<file path="src/rtl/sfpr_pkg.sv">
package sfpr_pkg;

    // Byte width of the serial link
    localparam int BYTE_W = 8;

    // Frame length in bytes, both sync bytes included (4 .. 255)
    localparam int FRAME_LENGTH = 32;

    // Configuration register indexes
    localparam int CFG_IDX_W = 1;
    localparam logic [CFG_IDX_W-1:0] CFG_FIRST_SYNC  = 1'd0;
    localparam logic [CFG_IDX_W-1:0] CFG_SECOND_SYNC = 1'd1;

    // Result payload packed into tdata: frame_byte low, byte_position high
    localparam int OUT_DATA_W = 2 * BYTE_W;

endpackage

</file>
<file path="src/rtl/sync_framed_packet_receiver.sv">
// Deframer for a byte stream that carries fixed-length frames opened by two
// sync bytes and closed by an additive checksum byte.
//
// Input channel (s_axis_*): one received byte per transfer.
// Output channel (m_axis_*): one transfer for every frame byte after the two
// sync bytes, with its position in the frame. tlast marks the checksum byte;
// tuser is set with tlast when the 8-bit wrapping sum of all earlier frame
// bytes, sync bytes included, equals that byte.
// Configuration: cfg_we / cfg_index / cfg_data write the first (index 0) and
// second (index 1) sync values. Write them while the stream is idle.
//
// Throughput: one byte per cycle while m_axis is not stalled. Each byte goes through a single add and
// compare between the phase/count/sum registers and the output register.
// A collected byte appears on m_axis in the cycle after its transfer.
// When the receiver stalls, the output register holds its transfer and
// s_axis_tready drops until the result is taken; a byte that yields no
// result still needs a free output slot to enter.
// Reset clears both sync values to zero, returns the hunt to the first sync
// byte, and empties the output register.
module sync_framed_packet_receiver
    import sfpr_pkg::*;
(
    input  logic                  clk,
    input  logic                  rst_n,

    input  logic                  cfg_we,
    input  logic [CFG_IDX_W-1:0]  cfg_index,
    input  logic [BYTE_W-1:0]     cfg_data,

    input  logic                  s_axis_tvalid,
    output logic                  s_axis_tready,
    input  logic [BYTE_W-1:0]     s_axis_tdata,   // [7:0] rx_byte

    output logic                  m_axis_tvalid,
    input  logic                  m_axis_tready,
    output logic [OUT_DATA_W-1:0] m_axis_tdata,   // [7:0] frame_byte, [15:8] byte_position
    output logic                  m_axis_tlast,   // frame_end
    output logic                  m_axis_tuser    // [0] checksum_good
);

    typedef enum logic [1:0] {
        PH_SYNC1 = 2'd0,
        PH_SYNC2 = 2'd1,
        PH_BODY  = 2'd2
    } phase_t;

    phase_t              phase_reg, phase_next;
    logic [BYTE_W-1:0]   count_reg, count_next;
    logic [BYTE_W-1:0]   sum_reg, sum_next;
    logic [BYTE_W-1:0]   first_sync_reg, first_sync_next;
    logic [BYTE_W-1:0]   second_sync_reg, second_sync_next;

    logic                out_valid_reg, out_valid_next;
    logic [BYTE_W-1:0]   out_byte_reg, out_byte_next;
    logic [BYTE_W-1:0]   out_pos_reg, out_pos_next;
    logic                out_end_reg, out_end_next;
    logic                out_good_reg, out_good_next;

    logic                in_xfer;
    logic [BYTE_W:0]     count_inc;
    logic                last_byte;

    // Take a new byte whenever the output slot is free or is being emptied.
    assign s_axis_tready = !out_valid_reg || m_axis_tready;
    assign in_xfer       = s_axis_tvalid && s_axis_tready;

    assign count_inc = {1'b0, count_reg} + {{BYTE_W{1'b0}}, 1'b1};
    assign last_byte = count_inc >= (BYTE_W+1)'(FRAME_LENGTH);

    always_comb
    begin
        phase_next       = phase_reg;
        count_next       = count_reg;
        sum_next         = sum_reg;
        first_sync_next  = first_sync_reg;
        second_sync_next = second_sync_reg;

        // Drop the held result once it is taken.
        out_valid_next = out_valid_reg && !m_axis_tready;
        out_byte_next  = out_byte_reg;
        out_pos_next   = out_pos_reg;
        out_end_next   = out_end_reg;
        out_good_next  = out_good_reg;

        if (cfg_we)
        begin
            case (cfg_index)
                CFG_FIRST_SYNC:  first_sync_next  = cfg_data;
                CFG_SECOND_SYNC: second_sync_next = cfg_data;
                default:         ;
            endcase
        end

        if (in_xfer)
        begin
            case (phase_reg)
                PH_SYNC2:
                begin
                    // A mismatch is not retried as a first sync byte.
                    if (s_axis_tdata == second_sync_reg)
                    begin
                        sum_next   = sum_reg + s_axis_tdata;
                        count_next = BYTE_W'(2);
                        phase_next = PH_BODY;
                    end
                    else
                    begin
                        phase_next = PH_SYNC1;
                    end
                end
                PH_BODY:
                begin
                    out_valid_next = 1'b1;
                    out_byte_next  = s_axis_tdata;
                    out_pos_next   = count_reg;
                    out_end_next   = last_byte;
                    out_good_next  = last_byte && (s_axis_tdata == sum_reg);
                    count_next     = count_inc[BYTE_W-1:0];
                    if (last_byte)
                    begin
                        phase_next = PH_SYNC1;
                    end
                    else
                    begin
                        sum_next = sum_reg + s_axis_tdata;
                    end
                end
                default:
                begin
                    // Hunt for the first sync byte; the spare phase code lands here too.
                    if (s_axis_tdata == first_sync_reg)
                    begin
                        sum_next   = s_axis_tdata;
                        count_next = BYTE_W'(1);
                        phase_next = PH_SYNC2;
                    end
                    else
                    begin
                        phase_next = PH_SYNC1;
                    end
                end
            endcase
        end
    end

    always_ff @(posedge clk or negedge rst_n)
    begin
        if (!rst_n)
        begin
            phase_reg       <= PH_SYNC1;
            count_reg       <= '0;
            sum_reg         <= '0;
            first_sync_reg  <= '0;
            second_sync_reg <= '0;
            out_valid_reg   <= 1'b0;
            out_byte_reg    <= '0;
            out_pos_reg     <= '0;
            out_end_reg     <= 1'b0;
            out_good_reg    <= 1'b0;
        end
        else
        begin
            phase_reg       <= phase_next;
            count_reg       <= count_next;
            sum_reg         <= sum_next;
            first_sync_reg  <= first_sync_next;
            second_sync_reg <= second_sync_next;
            out_valid_reg   <= out_valid_next;
            out_byte_reg    <= out_byte_next;
            out_pos_reg     <= out_pos_next;
            out_end_reg     <= out_end_next;
            out_good_reg    <= out_good_next;
        end
    end

    assign m_axis_tvalid = out_valid_reg;
    assign m_axis_tdata  = {out_pos_reg, out_byte_reg};
    assign m_axis_tlast  = out_end_reg;
    assign m_axis_tuser  = out_good_reg;

`ifndef SYNTHESIS
    // The end mark falls only on the last position of the frame.
    a_end_position: assert property (@(posedge clk) disable iff (!rst_n)
        (m_axis_tvalid && m_axis_tlast) |-> (out_pos_reg == BYTE_W'(FRAME_LENGTH - 1)))
        else $error("frame end at wrong position");

    // Checksum flag is meaningful only with the end mark.
    a_good_with_end: assert property (@(posedge clk) disable iff (!rst_n)
        (m_axis_tvalid && m_axis_tuser) |-> m_axis_tlast)
        else $error("checksum flag without frame end");

    // Sync bytes never reach the output.
    a_no_sync_out: assert property (@(posedge clk) disable iff (!rst_n)
        m_axis_tvalid |-> (out_pos_reg >= BYTE_W'(2)))
        else $error("sync byte position on output");

    // A body byte always yields a result in the next cycle.
    a_body_result: assert property (@(posedge clk) disable iff (!rst_n)
        (in_xfer && (phase_reg == PH_BODY)) |=> m_axis_tvalid)
        else $error("body byte produced no result");

    // Collection never runs past the frame length.
    a_count_bound: assert property (@(posedge clk) disable iff (!rst_n)
        (phase_reg == PH_BODY) |-> (count_reg < BYTE_W'(FRAME_LENGTH)))
        else $error("byte count beyond frame length");
`endif

endmodule
</file>
<file path="config.mk">
export PLATFORM = sky130hd
export DESIGN_NAME = sync_framed_packet_receiver
export DESIGN_NICKNAME = d
export VERILOG_FILES = /design/src/rtl/sfpr_pkg.sv /design/src/rtl/sync_framed_packet_receiver.sv
export SDC_FILE = /design/constraint.sdc
export NUM_CORES = 1
export LEC_CHECK = 0
export BUFFER_PORTS_ARGS = -buffer_cell sky130_fd_sc_hd__buf_2
export CAP_MARGIN = 20
export CELL_PAD_IN_SITES_DETAIL_PLACEMENT = 1
export CELL_PAD_IN_SITES_GLOBAL_PLACEMENT = 2
export CORE_MARGIN = 3
export CORE_UTILIZATION = 34
export DETAILED_ROUTE_END_ITERATION = 8
export PLACE_DENSITY = 0.78
export SYNTH_ARGS = -nofsm -noshare
export SYNTH_HDL_FRONTEND = slang
export SYNTH_SLANG_ARGS = --single-unit
</file>
<file path="constraint.sdc">
create_clock -name clk -period 2.2 [get_ports clk]
set_clock_uncertainty 0.1 [all_clocks]
set_input_delay 0.66 -clock clk [delete_from_list [all_inputs] [get_ports clk]]
set_output_delay 0.66 -clock clk [all_outputs]
set_load 0.01 [all_outputs]
</file>
## Word level (Yosys, flattened, before mapping)

Index checks and enable logic that the tools add are counted.

- Logic and storage cells: 48
- Flip-flop bits (word level): 53
- Output and inout bits: 20

- $lt $le $gt $ge: 1
- Add/sub/neg operators: 2
- Eq/ne operators: 8
- Bitwise operators: 1
- Reductions and logical operators: 13
- Multiplexer cells: 13

Operators by type and width:

| kind | count |
|---|---|
| 8-bit two-way mux | 5 |
| 8-bit one-hot mux with 2 select lines | 2 |
| 8-bit equality test | 3 |
| 8-bit by 1-bit adder with 9-bit output, second input constant | 1 |
| 9-bit by 6-bit greater-or-equal comparator with 1-bit output, second input constant | 1 |
| 8-bit adder | 1 |
| 2-bit AND reduction | 4 |
| 2-bit inequality test, second input constant | 3 |
| 2-bit two-way mux | 2 |
| 2-bit one-hot mux with 2 select lines | 1 |
| 4-bit AND reduction | 1 |
| 1-bit logical AND | 3 |
| 1-bit two-way mux | 3 |
| 3-bit AND reduction | 1 |
| 3-bit nonzero test | 1 |
| 2-bit by 1-bit equality test with 1-bit output, second input constant | 1 |
| 2-bit equality test, second input constant | 1 |
| 1-bit logical NOT | 2 |
| 1-bit logical OR | 1 |
| 1-bit inverter | 1 |

## Depth between registers and ports, before layout

Gate-level depths: netlist (run 1).

- Depth in word-level cells: 4
- Depth in mapped cells: 9

## Worst setup path after synthesis (run 1)

Ideal clock, no wire load.

- Path type: input port to flip-flop
- Start point: input s_axis_tdata[1]
- End point: register sum_reg[7]
- Required time: 1.976 ns
- Cell stages on the path: 7
- Arrival: 2.250 ns
- Setup slack: -0.274 ns
- Path through: ha_1 -> a211oi_1 -> o21ai_0 -> a211oi_1 -> nor4b_1 -> o211a_1 -> a211o_1

- Longest elaborated chain between the ends: 3

Ends and longest elaborated chain:

| item | line | text |
|---|---|---|
| from (decl) | sync_framed_packet_receiver.sv:32 | `input logic [BYTE_W-1:0] s_axis_tdata,` |
| 8-bit adder (tied with other cells) | sync_framed_packet_receiver.sv:102, sync_framed_packet_receiver.sv:125 |  |
| 8-bit two-way mux (tied with other cells) | sync_framed_packet_receiver.sv:119 | `if (last_byte)` |
| 8-bit one-hot mux with 2 select lines / 4-bit AND reduction (equally long branches) | -- |  |
| to (signal assigned) | sync_framed_packet_receiver.sv:165 | `sum_reg <= sum_next;` |
| to (decl) | sync_framed_packet_receiver.sv:49 | `logic [BYTE_W-1:0] sum_reg, sum_next;` |

Parallel ways exist; a longest one is shown, timed or not. The select of a mux whose other input is x is not followed.
A chain may end at the register's enable or synchronous reset.

## Final worst setup path (run 1)

- Start point: input s_axis_tdata[4]
- End point: register sum_reg[7]

The elaborated chain is that of the path after synthesis.

==> impl_metrics.yaml, run 1 <==
critical_path:
  cp.required_ns: 2.36
  cp.arrival_ns: 2.34
  critPathMostFrequentCell: "buf_4"
  path_class: "input pin to flop"
  cp_cell_sequence: "buf_4 > buf_4 > ha_4 > o21a_1 > a2111oi_1 > o31a_1 > o211a_1 > a211o_1"
  cp-start-kind: "input pin"
  critPathTopFamily: "compound AO/OA/AOI/OAI gates"
  cpPeakStageDelay_ns: 0.51
  slowest_stage: "a2111oi_1"
  worstPathMaxFanout: 3
  end_kind: "flop"
  critPathBufInv: 2
power:
  net-switching-power_w: 0.000832
  p_clk_share_pct: 23.8
  finalPower_w: 0.00255
  p_int_w: 0.00172
  powerDensity_nw_per_um2: 673
  switching_share_pct: 32.6
  p_leak_nw: 1.80
  power_frac_comb_pct: 30.4
  peakVddDrop_v: 0.000345
  power_frac_seq_pct: 45.9
routing:
  viasPerCell: 5.13
  first_pass_iters: 4
  ant_nets: 0
  drtIter0Drc: 37
  wl_um: 7620
  vias: 2285
  wl_per_cell_um: 17.1
  drt_drc_violations_left: 0
layout:
  final_nets: 373
  drive_gt1_share_pct: 44.1
  final_util_pct: 46.0
  areaGrowthSynthToFinish_pct: 31.0
  diodes: 0
  stdcell_count: 445
cts:
  cts_tree: "done"
  path_clk_slew_ns: 0.11
  cts_buffers: 5
  clock_latency_ns: 0.32
  cts_root_buf: "clkbuf_8"
  cts_sinks: 53
  clk_path_buf_depth: 2
  h-tree-depth: 2
logic_synthesis:
  synth_edf_count: 0
  ys.flop_type: "dfrtp_1"
  synthMuxAreaShare_pct: 16.6
  synth_compound_area_share_pct: 12.2
  yosysSeqAreaShare_pct: 45.8
  synthAdderAreaFrac_pct: 5.44
  postSynthCellCount: 260
  syn_area_um2: 2900
  synth-xor-area-share_pct: 5.74
  yosys.area.top_type: "dfrtp_1"
  yosysUniqueCellTypes: 44
  yosysMostFrequentCell: "dfrtp_1"
  synth_top_family_by_area: "multiplexers"
  netlist.area_leader.share_pct: 45.8
  synth_warnings: 0
  ys_top_cells_by_area: "dfrtp_1 (46%), mux2_2 (13%), xor2_1 (5.4%)"
  ys_ff_latch: 53
  synthTopCellsByCount: "dfrtp_1 (53), mux2_2 (33), nand2_1 (24), o21ai_0 (19), xor2_1 (18)"
  synthSimpleGateAreaFrac_pct: 11.8
  syn_nets: 294
  syn_avg_cell_area_um2: 11.1
  synthArstFlopShare_pct: 100
floorplan:
  num_rows: 33
  pin_count: 42
  start_util_pct: 35.1
  die_h_um: 98.3
  die_w_um: 98.3
  dieArea_um2: 9670
  coreArea_um2: 8260
sta:
  finalSetupViolations: 0
  slew_violations: 0
  relSlewSlack_pct: 69.1
  hold_violations: 0
  final.min_clock_period_ns: 2.18
  fmax_mhz: 459
  tightestPinTransition_ns: 0.459
  rsz0062_at_grt: "true"
  period_share_pct: 99.0
grt:
  groute.usage.overall_pct: 16.0
  grt_max_degree: 54
  grt_overflow: 0
  grt_pass1_wl_um: 12500
  antenna_found_initial: 0
  grt_pass1_vias: 2507
placement:
  port_buffers: 41
  dpl.hpwl_um: 5800
  dp_cells: 434
  place_congestion: 0.783
status:
  status: "finished, final reports clean"
job:
  drv_cap: 0
min_path:
  hp-class: "input pin to async pin"
## worst reg2reg max path, stage by stage, from the launching register on
cell,delay (ns)
dfrtp_1,0.43
ha_4,0.24
a211oi_2,0.27
o21ai_2,0.11
a2111oi_1,0.46
o31a_1,0.20
o211a_1,0.16
a211o_1,0.09
## cells by family (layout without fill, tap and decap cells)
family,Yosys count,count (layout)
AOI/OAI and AO/OA,51,51
muxes,41,41
buffers and inverters,17,97
xor gates and xnor gates,19,19
DFF,53,53
and+or+nand+nor,67,67
adders and majority gates,12,12
## final cells by class
type | count | area [µm²]
Tap cell | 105 | 131
Clock inverter | 3 | 25.0
Sequential cell | 53 | 1330
Fill cell | 928 | 4460
Inverter | 9 | 33.8
Multi-Input combinational cell | 190 | 1650
Timing Repair Buffer | 80 | 562
Clock buffer | 5 | 68.8
## layer usage
metal	vias up	routed length [µm]	global-route usage (%)
met1	1157	3400	20.3
met5	-	0	0
met2	37	3930	28.6
met3	6	234	2.64
met4	0	61	3.15
li1	1085	-	-
## path summary, 6_finish.rpt
| check | from | end | slack (ns) | depth (start not counted) |
|---|---|---|---|---|
| setup / recovery | s_axis_tdata[4] | sum_reg[7]$_DFFE_PN0P_ | 0.02 | 8 |
| hold / removal | rst_n | out_pos_reg[4]$_DFFE_PN0P_ | 0.21 | 2 |
| setup reg to reg | sum_reg[1]$_DFFE_PN0P_ | sum_reg[7]$_DFFE_PN0P_ | 0.08 | 7 |
| hold reg to reg | m_axis_tlast$_DFFE_PN0P_ | m_axis_tlast$_DFFE_PN0P_ | 0.39 | 2 |
| max in group asynchronous | rst_n | sum_reg[7]$_DFFE_PN0P_ | 1.54 | 2 |
| min in group clk | m_axis_tlast$_DFFE_PN0P_ | m_axis_tlast$_DFFE_PN0P_ | 0.39 | 2 |
## power groups by stage
stage,logic [W],registers [W],clock network (W)
6_report,0.000775,0.00117,0.000607
5_1_grt,0.000851,0.00119,0.000670
4_1_cts,0.000729,0.00116,0.000624
3_5_place_dp,0.000686,0.00118,0
3_3_place_gp,0.000659,0.00117,0
2_1_floorplan,0.000437,0.00114,0
## placed cells by master, fill, tap and decap left out, types with 6 or more instances in the layout
cell type / instances
buf_4: 39
nand2_1: 24
a21oi_1: 6
inv_1: 9
dfrtp_1: 53
xor2_1: 14
nor2_1: 11
mux2_4: 6
o21ai_0: 16
nand3_1: 8
buf_2: 35
mux2_2: 33
## through the flow
stage	hold slack (ns)	instance area, µm²	setup WS, ns	TNS, ns
floorplan	0.264	2930	-0.118	-0.818
finish	0.214	3790	0.0217	0
CTS	0.232	3690	0.00624	0
global route	0.223	3790	-0.0278	-0.174
global placement	0.360	3520	-0.378	-4.78
detailed placement	0.375	3520	-0.445	-5.09
## repair_timing
item,in CTS,in global routing
setup buffers,2,1
resized for setup,12,22
hold buffers,0,0
pin swaps,9,10
endpoints found under the setup margin,4,13
(Power assumes the default switching activity.)
==> run 2, diff against run 1 <==
Settings changed: CTS_CLUSTER_DIAMETER set to 60, PLACE_DENSITY 0.78 to 0.82.
==> run 2 against run 1 <==
  * The run now ends with setup timing left
  * First-iteration DRC count increased by 65%
  * Via count grew 1.2%
  * Clock power is 1% higher
  * Count of clock-buffer cells in the layout did not move
  * Worst hold slack worse by 0.012 ns
  * Register-to-register slack worse by 0.04 ns
  * Combinational power fell by 4.8%
  * Non-clock buffer count increased by 2
  * Critical path type unchanged
  * Critical endpoint unchanged
  * Highest routed layer unchanged
==> impl_metrics.yaml, run 2 (synthesis gave the netlist of run 1 again) <==
critical_path:
  slowest_stage: "ha_1"
  cp_cell_sequence: "buf_2 > buf_12 > ha_1 > o21a_1 > a211oi_2 > nor4b_1 > o211a_1 > a211o_1"
  cp-start-kind: "input pin"
  end_kind: "flop"
  cp.arrival_ns: 2.32
  cp.required_ns: 2.31
  worstPathMaxFanout: 4
  cpPeakStageDelay_ns: 0.30
  path_class: "input pin to flop"
sta:
  finalSetupViolations: 1
  finalSetupTns_ns: -0.0142
  tightestPinTransition_ns: 0.505
  final.min_clock_period_ns: 2.21
  setup_ws_ns: -0.0142
  period_share_pct: 101
  hold_violations: 0
  slew_violations: 0
  rsz0062_at_grt: "true"
  relSlewSlack_pct: 66.3
  fmax_mhz: 452
floorplan:
  die_h_um: 98.3
  start_util_pct: 35.1
  die_w_um: 98.3
  num_rows: 33
  dieArea_um2: 9670
  pin_count: 42
  coreArea_um2: 8260
grt:
  antenna_found_initial: 0
  grt_pass1_vias: 2567
  grt_pass1_wl_um: 12600
  grt_overflow: 0
  groute.usage.overall_pct: 16.1
  grt_max_degree: 36
power:
  peakVddDrop_v: 0.000313
  powerDensity_nw_per_um2: 669
  p_leak_nw: 1.81
  finalPower_w: 0.00252
routing:
  wl_per_cell_um: 16.6
  wl_um: 7410
  viasPerCell: 5.17
  drtIter0Drc: 61
  vias: 2312
  ant_nets: 0
  drt_drc_violations_left: 0
  first_pass_iters: 4
layout:
  final_common_cell: "dfrtp_1"
  final_nets: 375
  regArea_um2: 1330
  multiInputGateArea_um2: 1610
  diodes: 0
  stdcell_count: 447
  layout_common_cells: "dfrtp_1 (53), buf_4 (39), buf_2 (36)"
  fillerInstances: 943
  areaGrowthSynthToFinish_pct: 30.1
  drive_gt1_share_pct: 43.9
cts:
  cts_tree: "done"
  cts_buffers: 5
  cts_sinks: 53
  clock_latency_ns: 0.32
  cts_root_buf: "clkbuf_8"
  clk_path_buf_depth: 2
  h-tree-depth: 2
  path_clk_slew_ns: 0.11
placement:
  place_congestion: 0.770
  port_buffers: 41
  dp_cells: 435
  pre_cts_ws_ns: -0.446
  dpl.hpwl_um: 5740
status:
  status: "complete, but fails checks"
  violations: "setup timing"
job:
  drv_cap: 0
min_path:
  hp-class: "input pin to async pin"
## run 2: cell count changes in the layout (fill, tap and decap cells not counted), sizes merged
cell and delta:
clkinv +1, clkinvlp -1, buf +2
## run 2: worst max-delay path: cells and delay by family
kind	cells	cell delay (ns)
simple gates	1	0.10
fa+ha+maj	1	0.30
compound gates	4	0.95
buf+inv	2	0.30
## run 2: final timing paths
kind                                                     to                        start  cells past startpoint  slack, ns
min in group clk                out_byte_reg[1]$_DFFE_PN0P_  out_byte_reg[1]$_DFFE_PN0P_                      2       0.38
max in group asynchronous            sum_reg[5]$_DFFE_PN0P_                        rst_n                      2       1.25
worst max-delay path                 sum_reg[7]$_DFFE_PN0P_              s_axis_tdata[4]                      8      -0.01
worst max register to register       sum_reg[7]$_DFFE_PN0P_       sum_reg[1]$_DFFE_PN0P_                      7       0.04
worst min register to register  out_byte_reg[1]$_DFFE_PN0P_  out_byte_reg[1]$_DFFE_PN0P_                      2       0.38
worst min-delay path             out_pos_reg[4]$_DFFE_PN0P_                        rst_n                      1       0.20
## run 2: per-layer routing
| layer | global-route usage (%) | vias up | wire length [µm] |
|---|---|---|---|
| met5 | 0 | - | 0 |
| met2 | 28.2 | 47 | 3790 |
| met1 | 20.7 | 1158 | 3270 |
| li1 | - | 1099 | - |
| met4 | 3.15 | 0 | 72 |
| met3 | 3.21 | 8 | 279 |
## run 2: timing repair
item,4_1_cts,5_1_grt
hold buffers,0,0
setup buffers,3,1
setup endpoints to repair,11,15
gates resized for setup,18,9
pin swaps,13,6
## run 2: stage by stage
step                      instance area (µm²)  util [%]  hold slack (ns)
after floorplan                          2930         -            0.264
after global placement                   3530      42.7            0.361
after detailed placement                 3530      42.7            0.370
after CTS                                3730      45.2            0.205
after global routing                     3770      45.6            0.207
final                                    3770      45.6            0.202
## run 2: where the power goes
part | internal, W | switching (W)
logic | 0.000395 | 0.000343
clock network | 0.000239 | 0.000376
registers | 0.00107 | 0.0000981
## run 2: layout make-up
type                            count  share of cell area, %
Tap cell                          105                   3.49
Clock inverter                      3                  0.764
Timing Repair Buffer               82                   15.2
Sequential cell                    53                   35.2
Inverter                            9                  0.896
Multi-Input combinational cell    190                   42.6
Clock buffer                        5                   1.83
